[src/hw/rtl/mfd_pkg.sv]
`timescale 1ns / 1ps

package mfd_pkg;

   // Motor table geometry
   localparam int MOTOR_SLOTS = 8;
   localparam int SLOT_W      = 3;
   localparam int LIMIT_W     = 4;

   // Feedback decoding
   localparam int ANGLE_W     = 16;
   localparam int TURNS_W     = 16;
   localparam int FRAMES_W    = 32;
   localparam int CMD_W       = 14;
   localparam int TOTAL_W     = 30;
   localparam int HALF_TURN   = 4096;
   localparam int TURN_SHIFT  = 13;     // one full turn is 8192 counts

   // Reciprocal of five: n * 52429 >> 18 equals n / 5 for n up to 2**16
   localparam logic [16:0] RECIP5       = 17'd52429;
   localparam int          RECIP5_SHIFT = 18;

   // Packed table entry: previous angle, turns, frame count
   localparam int ENTRY_W = ANGLE_W + TURNS_W + FRAMES_W;

   // Configuration registers
   localparam int CSR_INDEX_W = 2;
   localparam int CSR_DATA_W  = 16;
   localparam logic [CSR_INDEX_W-1:0] CSR_BASE_FRAME_ID = 2'd0;
   localparam logic [CSR_INDEX_W-1:0] CSR_ACTIVE_MOTORS = 2'd1;
   localparam logic [CSR_INDEX_W-1:0] CSR_ZERO_OFFSET   = 2'd2;

   localparam logic [10:0]        BASE_FRAME_ID_RESET = 11'd513;
   localparam logic [LIMIT_W-1:0] ACTIVE_MOTORS_RESET = 4'd8;

   typedef enum logic [1:0] {
      ST_IDLE   = 2'b01,
      ST_LOOKUP = 2'b10
   } state_type;

   typedef struct packed {
      logic [ANGLE_W-1:0]  prev_angle;
      logic [TURNS_W-1:0]  turns;
      logic [FRAMES_W-1:0] frames;
   } entry_type;

endpackage

[src/hw/rtl/mfd_ram.sv]
`timescale 1ns / 1ps

module mfd_ram #(
   parameter int WIDTH  = 64,
   parameter int DEPTH  = 8,
   parameter int ADDR_W = 3
) (
   input  logic              clock,
   input  logic              we,
   input  logic [ADDR_W-1:0] waddr,
   input  logic [WIDTH-1:0]  wdata,
   input  logic [ADDR_W-1:0] raddr,
   output logic [WIDTH-1:0]  rdata
);

   logic [WIDTH-1:0] mem_ff [DEPTH];
   logic [WIDTH-1:0] rdata_ff;

   always_ff @(posedge clock) begin
      if (we) begin
         mem_ff[waddr] <= wdata;
      end
      rdata_ff <= mem_ff[raddr];
   end

   assign rdata = rdata_ff;

endmodule

[src/hw/rtl/motor_feedback_multiturn_decoder.sv]
`timescale 1ns / 1ps
// Channel   | Ports                                   | Handshake
// ----------+-----------------------------------------+-------------------------------
// request   | req_frame_id, req_byte0..req_byte6      | taken when start & !busy
// response  | rsp_motor_index .. rsp_message_count    | rsp_valid, one cycle, no stall
// csr       | csr_we, csr_index, csr_wdata            | written when csr_we is high
//
// A frame in the motor window is handled thus: the accept cycle reads the motor's
// entry from the table RAM, the lookup cycle (busy high) updates and writes it back,
// and the response shows in the cycle after. A new item can be taken while that
// response is on the ports, but not in the lookup cycle, where the single RAM
// read-modify-write per item holds busy high. Frames outside the window leave
// busy low and give no response. Synchronous reset restores the registers and
// marks every table entry as zero through per-entry valid bits; the receiver cannot
// stall the response.

module motor_feedback_multiturn_decoder
   import mfd_pkg::*;
(
   input  logic                       clock,
   input  logic                       reset,

   input  logic                       start,
   output logic                       busy,
   input  logic [10:0]                req_frame_id,
   input  logic [7:0]                 req_byte0,
   input  logic [7:0]                 req_byte1,
   input  logic [7:0]                 req_byte2,
   input  logic [7:0]                 req_byte3,
   input  logic [7:0]                 req_byte4,
   input  logic [7:0]                 req_byte5,
   input  logic [7:0]                 req_byte6,

   output logic                       rsp_valid,
   output logic [SLOT_W-1:0]          rsp_motor_index,
   output logic [ANGLE_W-1:0]         rsp_angle_now,
   output logic signed [15:0]         rsp_measured_current,
   output logic signed [CMD_W-1:0]    rsp_commanded_current,
   output logic [7:0]                 rsp_hall_state,
   output logic signed [TURNS_W-1:0]  rsp_turn_count,
   output logic signed [TOTAL_W-1:0]  rsp_total_position,
   output logic [FRAMES_W-1:0]        rsp_message_count,

   input  logic                       csr_we,
   input  logic [CSR_INDEX_W-1:0]     csr_index,
   input  logic [CSR_DATA_W-1:0]      csr_wdata
);

   // Configuration registers
   logic [10:0]         base_id_ff;
   logic [LIMIT_W-1:0]  active_ff;
   logic [15:0]         offset_ff;

   always_ff @(posedge clock) begin
      if (reset) begin
         base_id_ff <= BASE_FRAME_ID_RESET;
         active_ff  <= ACTIVE_MOTORS_RESET;
         offset_ff  <= '0;
      end else if (csr_we) begin
         unique case (csr_index)
            CSR_BASE_FRAME_ID: base_id_ff <= csr_wdata[10:0];
            CSR_ACTIVE_MOTORS: active_ff  <= csr_wdata[LIMIT_W-1:0];
            CSR_ZERO_OFFSET:   offset_ff  <= csr_wdata;
            default:           ; // drop writes beyond the register list
         endcase
      end
   end

   // Window check on the incoming identifier
   logic [11:0]        id_diff;
   logic [LIMIT_W-1:0] limit;
   logic               in_window;
   logic               accept;

   assign id_diff = {1'b0, req_frame_id} - {1'b0, base_id_ff};
   // clamp the motor count to the table depth
   assign limit   = (active_ff < LIMIT_W'(MOTOR_SLOTS)) ? active_ff : LIMIT_W'(MOTOR_SLOTS);
   assign in_window = !id_diff[11] && (id_diff[10:0] < {{(11-LIMIT_W){1'b0}}, limit});

   state_type state_ff, state_in;
   assign busy   = (state_ff == ST_LOOKUP);
   assign accept = start && !busy;

   always_comb begin
      state_in = state_ff;
      unique case (state_ff)
         ST_IDLE:   if (accept && in_window) state_in = ST_LOOKUP;
         ST_LOOKUP: state_in = ST_IDLE;
         default:   state_in = ST_IDLE;
      endcase
   end

   always_ff @(posedge clock) begin
      if (reset) begin
         state_ff <= ST_IDLE;
      end else begin
         state_ff <= state_in;
      end
   end

   // Commanded word divided by minus five: magnitude times the reciprocal,
   // then sign flipped so the quotient truncates toward zero.
   logic signed [15:0] cmd_word;
   logic [16:0]        cmd_mag;
   logic [33:0]        cmd_prod;
   logic [CMD_W-1:0]   cmd_q;

   assign cmd_word = signed'({req_byte4, req_byte5});
   assign cmd_mag  = cmd_word[15] ? (17'd0 - {1'b1, cmd_word}) : {1'b0, cmd_word};
   assign cmd_prod = {17'd0, cmd_mag} * {17'd0, RECIP5};
   assign cmd_q    = cmd_prod[RECIP5_SHIFT +: CMD_W];

   // Hold the item's decoded fields over the lookup cycle
   logic [SLOT_W-1:0]       slot_ff;
   logic [ANGLE_W-1:0]      angle_ff;
   logic [15:0]             current_ff;
   logic signed [CMD_W-1:0] cmd_ff;
   logic [7:0]              hall_ff;

   always_ff @(posedge clock) begin
      if (accept) begin
         slot_ff    <= id_diff[SLOT_W-1:0];
         angle_ff   <= {req_byte0, req_byte1};
         current_ff <= {req_byte2, req_byte3};
         cmd_ff     <= cmd_word[15] ? signed'(cmd_q) : signed'(CMD_W'(0) - cmd_q);
         hall_ff    <= req_byte6;
      end
   end

   // Motor table: one RAM, entries valid once written since reset
   logic [MOTOR_SLOTS-1:0] valid_ff;
   logic [ENTRY_W-1:0]     ram_rdata;
   entry_type              entry_old;
   entry_type              entry_new;
   logic                   table_we;

   assign table_we = busy;

   mfd_ram #(
      .WIDTH  (ENTRY_W),
      .DEPTH  (MOTOR_SLOTS),
      .ADDR_W (SLOT_W)
   ) u_table (
      .clock (clock),
      .we    (table_we),
      .waddr (slot_ff),
      .wdata (entry_new),
      .raddr (id_diff[SLOT_W-1:0]),
      .rdata (ram_rdata)
   );

   always_ff @(posedge clock) begin
      if (reset) begin
         valid_ff <= '0;
      end else if (table_we) begin
         valid_ff[slot_ff] <= 1'b1;
      end
   end

   // an entry never written since reset reads as all zero
   assign entry_old = valid_ff[slot_ff] ? entry_type'(ram_rdata) : '0;

   // Turn tracking: a jump of more than half a turn counts one turn
   logic signed [16:0]        angle_step;
   logic signed [TURNS_W-1:0] turns_old;
   logic signed [TURNS_W-1:0] turns_new;
   logic signed [30:0]        total_sum;

   assign angle_step = signed'({1'b0, angle_ff}) - signed'({1'b0, entry_old.prev_angle});
   assign turns_old  = signed'(entry_old.turns);

   always_comb begin
      turns_new = turns_old;
      if (angle_step > 17'sd4096) begin
         // wrapped backward through zero
         if (turns_old != {1'b1, {(TURNS_W-1){1'b0}}}) turns_new = turns_old - 16'sd1;
      end else if (angle_step < -17'sd4096) begin
         // wrapped forward through zero
         if (turns_old != {1'b0, {(TURNS_W-1){1'b1}}}) turns_new = turns_old + 16'sd1;
      end
   end

   assign total_sum = (31'(turns_new) <<< TURN_SHIFT)
                    + signed'({15'd0, angle_ff})
                    - signed'({15'd0, offset_ff});

   always_comb begin
      entry_new.prev_angle = angle_ff;
      entry_new.turns      = turns_new;
      entry_new.frames     = entry_old.frames + 32'd1;
   end

   // Response register: the receiver takes it in the one cycle it is shown
   logic rsp_valid_ff;

   always_ff @(posedge clock) begin
      if (reset) begin
         rsp_valid_ff <= 1'b0;
      end else begin
         rsp_valid_ff <= busy;
      end
   end

   always_ff @(posedge clock) begin
      if (busy) begin
         rsp_motor_index       <= slot_ff;
         rsp_angle_now         <= angle_ff;
         rsp_measured_current  <= signed'(current_ff);
         rsp_commanded_current <= cmd_ff;
         rsp_hall_state        <= hall_ff;
         rsp_turn_count        <= turns_new;
         rsp_total_position    <= total_sum[TOTAL_W-1:0];
         rsp_message_count     <= entry_new.frames;
      end
   end

   assign rsp_valid = rsp_valid_ff;

endmodule

[config.mk]
export PLATFORM = sky130hd
export DESIGN_NAME = motor_feedback_multiturn_decoder
export DESIGN_NICKNAME = d
export VERILOG_FILES = /design/src/hw/rtl/mfd_pkg.sv /design/src/hw/rtl/mfd_ram.sv /design/src/hw/rtl/motor_feedback_multiturn_decoder.sv
export SDC_FILE = /design/constraint.sdc
export NUM_CORES = 1
export LEC_CHECK = 0
export BUFFER_PORTS_ARGS = -buffer_cell sky130_fd_sc_hd__buf_2
export CAP_MARGIN = 20
export CORE_UTILIZATION = 31
export CTS_CLUSTER_DIAMETER = 100
export CTS_CLUSTER_SIZE = 10
export DETAILED_ROUTE_END_ITERATION = 10
export HOLD_SLACK_MARGIN = 0.05
export PLACE_DENSITY = 0.48
export SYNTH_ARGS = -nofsm -noshare
export SYNTH_HDL_FRONTEND = slang
export SYNTH_SLANG_ARGS = --single-unit
[constraint.sdc]
create_clock -name clock -period 18.1 [get_ports clock]
set_input_delay 1.81 -clock clock [delete_from_list [all_inputs] [get_ports clock]]
set_output_delay 1.81 -clock clock [all_outputs]
set_load 0.005 [all_outputs]
## Word level (Yosys, flattened, before mapping)

Memory sizes are Yosys's and may differ from the RTL's. A register that Yosys moved wholly into a read port is not among the register bits.
Cells that the tools add are included.
Widths: inputs -> output; s select.

- Bits in registers: 234
- Bits in latches: 0
- Bits in writable memories: 512
- Bits in read-only memories: 0
- Input port bits: 89
- Output and inout bits: 137
- Word-level logic and storage cells: 69
- Memories: 1

- Add/subtract/negate cells: 9
- Multiply operators: 1
- Divide/modulo/power cells: 0
- Magnitude comparators: 6
- Eq/ne operators: 6
- Shift-type cells: 0
- Multiplexer cells: 14
- Bitwise logic cells: 2
- Reductions and logical operators: 11

Memories:

| memory | depth | bits a word | rd ports | clocked after memory_dff | wr ports | RTL line | text |
|---|---|---|---|---|---|---|---|
| u_table.mem_ff | 8 | 64 | 1 | 1 | 1 | mfd_ram.sv:16 | `logic [WIDTH-1:0] mem_ff [DEPTH];` |

Operators with widths:

| cell | count |
|---|---|
| $mux 16 | 4 |
| $mux 64 | 1 |
| $add 32x1->32 const B | 1 |
| $mul 17x16->32 const B | 1 |
| $add 29x17->30 | 1 |
| $sub 30x17->30 | 1 |
| $gt 17x14->1 const B | 1 |
| $lt 17x13->1 const B | 1 |
| $mux 17 | 1 |
| $sub 1x17->17 const A | 1 |
| $sub 16x16->17 | 1 |
| $add 16x2->16 const B | 1 |
| $ne 16x15->1 const B | 1 |
| $ne 16x16->1 const B | 1 |
| $sub 16x2->16 const B | 1 |
| $mux 14 | 1 |
| $sub 1x14->14 const A | 1 |
| $sub 11x11->12 | 1 |
| $lt 11x4->1 | 1 |
| $or 8x8->8 | 1 |
| $reduce_and 2->1 | 3 |
| $eq 2x1->1 const B | 2 |
| $eq 2x2->1 const B | 2 |
| $logic_and 1x1->1 | 4 |
| 11 further kinds | 15 |

## Logic depth before layout (Yosys ltp)

- Depth after elaboration: 9
- Gate-level depth with buffers: 33

## Modules after synthesis

A second synthesis with hierarchy kept.

- Cell total of the unflattened synthesis: 2504
- Area, all modules: 37975.2 um^2

By module, submodules not included:

| module | instances | cells an instance | area an instance (um^2) | sequential area each (um^2) |
|---|---|---|---|---|
| mfd_ram | 1 | 816 | 20547.2 | 16656.0 |
| motor_feedback_multiturn_decoder | 1 | 1688 | 17428.0 | 6606.3 |

## Least setup slack after synthesis

Ideal clock, no wire load.

- Path kind: input to register
- From: input port req_byte5[7]
- To: register cmd_ff[10] (data pin)
- Arrival: 8495 ps
- Slack: 9429 ps
- Stages on the path: 23
- Buffers on the path: 0
- Cells stage by stage: or4_1 or3_1 or4_1 inv_1 ha_1 ha_1 inv_1 fa_1 inv_1 fa_1 fa_1 fa_1 ha_1 a21oi_1 o211a_1 o221a_2 o31ai_1 and3_1 o311a_1 nor3b_2 nand3_1 a211oi_1 nor4bb_1

- Longest elaborated chain between the ends: 5

RTL lines:

| element | RTL line | text |
|---|---|---|
| start: declaration | motor_feedback_multiturn_decoder.sv:31 | `input logic [7:0] req_byte5,` |
| $sub 1x17->17 | motor_feedback_multiturn_decoder.sv:109 | `assign cmd_mag = cmd_word[15] ? (17'd0 - {1'b1, cmd_word}) : {1'b0, cmd_word};` |
| $mux 17 (*) | motor_feedback_multiturn_decoder.sv:109 |  |
| $mul 17x16->32 (*) | motor_feedback_multiturn_decoder.sv:110 | `assign cmd_prod = {17'd0, cmd_mag} * {17'd0, RECIP5};` |
| $sub 1x14->14 | motor_feedback_multiturn_decoder.sv:125 | `cmd_ff <= cmd_word[15] ? signed'(cmd_q) : signed'(CMD_W'(0) - cmd_q);` |
| $mux 14 (*) | motor_feedback_multiturn_decoder.sv:125 |  |
| end signal: assignment | motor_feedback_multiturn_decoder.sv:125 |  |
| end: declaration | motor_feedback_multiturn_decoder.sv:117 | `logic signed [CMD_W-1:0] cmd_ff;` |

Mark *: on every way between the ends. The rest lies on a longest branch, timed or not.
A chain may end at the register's enable or synchronous reset.

## Worst setup path in the final report

Same ends and word-level chain as after synthesis.

==> flow_metrics.env <==
export IMPL_status="completed"
export IMPL_ys_types=81
export IMPL_drt_iter0_markers=1300
export IMPL_endpoint_kind="flop"
export IMPL_grt_pass1_wl_mm=143
export IMPL_avgSynthCellArea_um2=15.0
export IMPL_synth_most_common_cell="edfxtp_1"
export IMPL_period_needed_ps=9190
export IMPL_leakage_uw=0.0154
export IMPL_drive_above_1_share_pct=20.7
export IMPL_wl_per_cell_um=21.2
export IMPL_synthArstFlopShare_pct=0
export IMPL_synth_edff_count=704
export IMPL_r2r_end="rsp_total_position[22]$_DFFE_PP_"
export IMPL_synthTopCellsByArea="edfxtp_1 55%, mux4_2 7.7%, ha_1 6.8%"
export IMPL_seq_power_share_pct=31.6
export IMPL_cts_hold_buf=0
export IMPL_holdCritPathClass="reg -> reg"
export IMPL_path_class="in -> reg"
export IMPL_die_w_um=353
export IMPL_swShare_pct=37.3
export IMPL_maxCapViolations=0
export IMPL_die_h_um=353
export IMPL_max_slew_margin_rel_pct=26.9
export IMPL_drc=0
export IMPL_grt_use_total_pct=15.3
export IMPL_p_int_uw=4380
export IMPL_p_switching_uw=2600
export IMPL_combinationalPowerShare_pct=43.5
export IMPL_required_ps=18580
export IMPL_syn_area_mm2=0.0381
export IMPL_pwr_share_clk_pct=24.9
export IMPL_rsz0062_at_grt="false"
export IMPL_r2r_cells=28
export IMPL_hold_viol=0
export IMPL_coreArea_mm2=0.122
export IMPL_vias=21700
export IMPL_path_max_fanout=7
export IMPL_finalMaxSlewViolations=0
export IMPL_netlist_top_cells_count="704 x edfxtp_1, 259 x inv_1, 207 x ha_1, 144 x nand2_1, 130 x mux4_2"
export IMPL_dp_hpwl_mm=62.3
export IMPL_max_freq_ghz=0.109
export IMPL_cts_num_sinks=810
export IMPL_pin_count=226
export IMPL_p_total_uw=6980
export IMPL_setup_violations=0
export IMPL_dieArea_mm2=0.124
export IMPL_crit_arrival_ps=9660
export IMPL_ys_ff_latch=810
export IMPL_portBuffers=225
export IMPL_firstDrtPassIters=5
export IMPL_fin_crit_sh_pct=50.8
export IMPL_fin_nets=3201
export IMPL_htree_levels=3
export IMPL_grt_pass1_vias=23100
export IMPL_grt_start_max_net_pins=95
export IMPL_cts_max_path_buffers=3
export IMPL_grt_ovfl_total=0
export IMPL_endpoint="cmd_ff[10]$_DFFE_PP_"
export IMPL_cts_tree="done"
export IMPL_cts_buffers=92
export IMPL_routabilityCongestion=0.862
export IMPL_clkSlewWorstSetupHoldPaths_ps=60
export IMPL_yosys_warnings=0
export IMPL_synth_flop_cell="edfxtp_1"
export IMPL_cts_setup_buffers=0
export IMPL_r2r_start="slot_ff[0]$_DFFE_PP_"
export IMPL_critPathLaunchType="primary input"
export IMPL_nFillCells=11600
export IMPL_reg2reg_slack_ps=9540
export IMPL_cts_repair_resized=0
export IMPL_antenna_found_initial=1
export IMPL_vias_per_cell=4.82
export IMPL_row_count=128
export IMPL_worstMarginPinSlew_ps=1090
export IMPL_drt_total_wl_mm=95.5
export IMPL_ant_nets=0
export IMPL_peakVddDrop_mv=0.269
export IMPL_cts_root_buf="clkbuf_16"
export IMPL_initial_core_util_pct=31.3
export IMPL_synth_top_area_cell="edfxtp_1"
export IMPL_syn_inst=2538
export IMPL_syn_to_final_growth_pct=15.7
export IMPL_clk_latency_ps=680
export IMPL_power_density_mw_per_mm2=158
export IMPL_skew_ps=29.5
export IMPL_seq_area_frac_synth_pct=61.0
export IMPL_critPathLaunch="req_byte5[7]"
export IMPL_synth_top_area_share_pct=55.5
export IMPL_finalSetupTns_ps=0
## cells in the final DEF (no fill, tap or decap), drive strengths merged, types with 7 or more instances in the layout
master | netlist | routed
a211o | 8 | 8
a211oi | 9 | 9
a21o | 24 | 24
a21oi | 109 | 109
a311oi | 10 | 10
a31oi | 10 | 10
and2 | 10 | 10
and3 | 20 | 20
buf | 24 | 254
clkbuf | 53 | 152
conb | 2 | 7
dfxtp | 106 | 106
edfxtp | 704 | 704
fa | 91 | 91
ha | 207 | 207
inv | 259 | 262
mux2 | 68 | 68
mux2i | 10 | 10
mux4 | 130 | 130
nand2 | 144 | 144
nand2b | 20 | 20
nand3 | 41 | 41
nand3b | 8 | 8
nand4 | 17 | 17
nor2 | 98 | 98
nor2b | 14 | 14
nor3 | 27 | 27
nor4 | 12 | 12
o211ai | 7 | 7
o21a | 14 | 14
o21ai | 56 | 56
o21bai | 14 | 14
or3 | 12 | 12
xnor2 | 60 | 60
xor2 | 52 | 52
## per-layer routing
metal / wire length (µm) / GRT usage (%) / vias up
met5: 0 / 0 / -
met4: 2030 / 3.95 / 0
met3: 3670 / 2.47 / 123
met2: 48500 / 27.0 / 461
met1: 41300 / 19.4 / 11100
li1: - / - / 10000
## layout make-up
cell class,count,area [µm²],share of cell area [%]
Clock inverter,8,183,0.414
Inverter,259,977,2.22
Timing Repair Buffer,254,1350,3.07
Clock buffer,152,2590,5.87
Antenna cell,1,2.50,0.00567
Sequential cell,810,23300,52.7
Tap cell,1625,2030,4.61
Multi-Input combinational cell,1397,13700,31.1
## how the worst min path moves through the flow
stage	from	cells past startpoint	slack, ps	to
2_1_floorplan	cmd_ff[0]$_DFFE_PP_	0	400	rsp_commanded_current[0]$_DFFE_PP_
3_3_place_gp	hall_ff[1]$_DFFE_PP_	0	400	rsp_hall_state[1]$_DFFE_PP_
3_5_place_dp	hall_ff[4]$_DFFE_PP_	0	400	rsp_hall_state[4]$_DFFE_PP_
4_1_cts	hall_ff[4]$_DFFE_PP_	0	420	rsp_hall_state[4]$_DFFE_PP_
5_1_grt	hall_ff[4]$_DFFE_PP_	0	420	rsp_hall_state[4]$_DFFE_PP_
6_report	hall_ff[3]$_DFFE_PP_	0	420	rsp_hall_state[3]$_DFFE_PP_
## metrics by stage
| stage | setup slack [ps] | utilization (%) | cells | hold slack [ps] | instance area [µm²] |
|---|---|---|---|---|---|
| 2_1_floorplan | 9430 | - | 2543 | 400 | 38100 |
| 3_3_place_gp | 8280 | 33.9 | 4344 | 400 | 41300 |
| 3_5_place_dp | 8050 | 33.9 | 4344 | 405 | 41300 |
| 4_1_cts | 8770 | 36.2 | 4504 | 418 | 44100 |
| 5_1_grt | 8400 | 36.2 | 4505 | 423 | 44100 |
| 6_report | 8910 | 36.2 | 4506 | 417 | 44100 |
## worst max-delay path, cell delays in order
cell and delay [ps]:
buf_2 140, or4_1 580, or3_1 370, or4_1 660, inv_1 220, ha_1 300
ha_1 290, inv_1 50, fa_1 490, inv_1 50, fa_1 460, fa_1 520
fa_1 490, ha_1 370, nand3_1 130, nand2b_1 210, o31ai_1 690, a21oi_1 180
xnor2_1 180, inv_1 70, ha_1 150, nor3b_2 420, nand3_1 270, a311oi_1 320
nor4bb_1 250
## registers in the layout, summed over array words and instances (netlist names), 11 cells and up
name                   flops
rsp_angle_now             16
u_table.rdata             64
rsp_total_position        30
rsp_measured_current      16
rsp_message_count         32
offset_ff                 16
angle_ff                  16
rsp_turn_count            16
base_id_ff                11
rsp_commanded_current     14
current_ff                16
cmd_ff                    14
u_table.mem_ff           512
## cells by family after synthesis
family | share of synthesized area [%]
AO/OA/AOI/OAI | 5.63
XOR/XNOR | 2.57
adder cells (fa/ha/maj) | 11.6
buffers and inverters | 3.33
flip-flops | 61.0
multiplexers | 9.95
other | 0.0197
AND/OR/NAND/NOR | 5.88
## power by group through the flow
stage | logic [µW] | clock network, µW | registers, µW
finish | 3040 | 1740 | 2210
global route | 3390 | 1870 | 2210
CTS | 3030 | 1800 | 2210
detailed placement | 3000 | 0 | 2240
global placement | 2960 | 0 | 2240
floorplan | 2240 | 0 | 2220
Power figures use the tool's default switching activity.
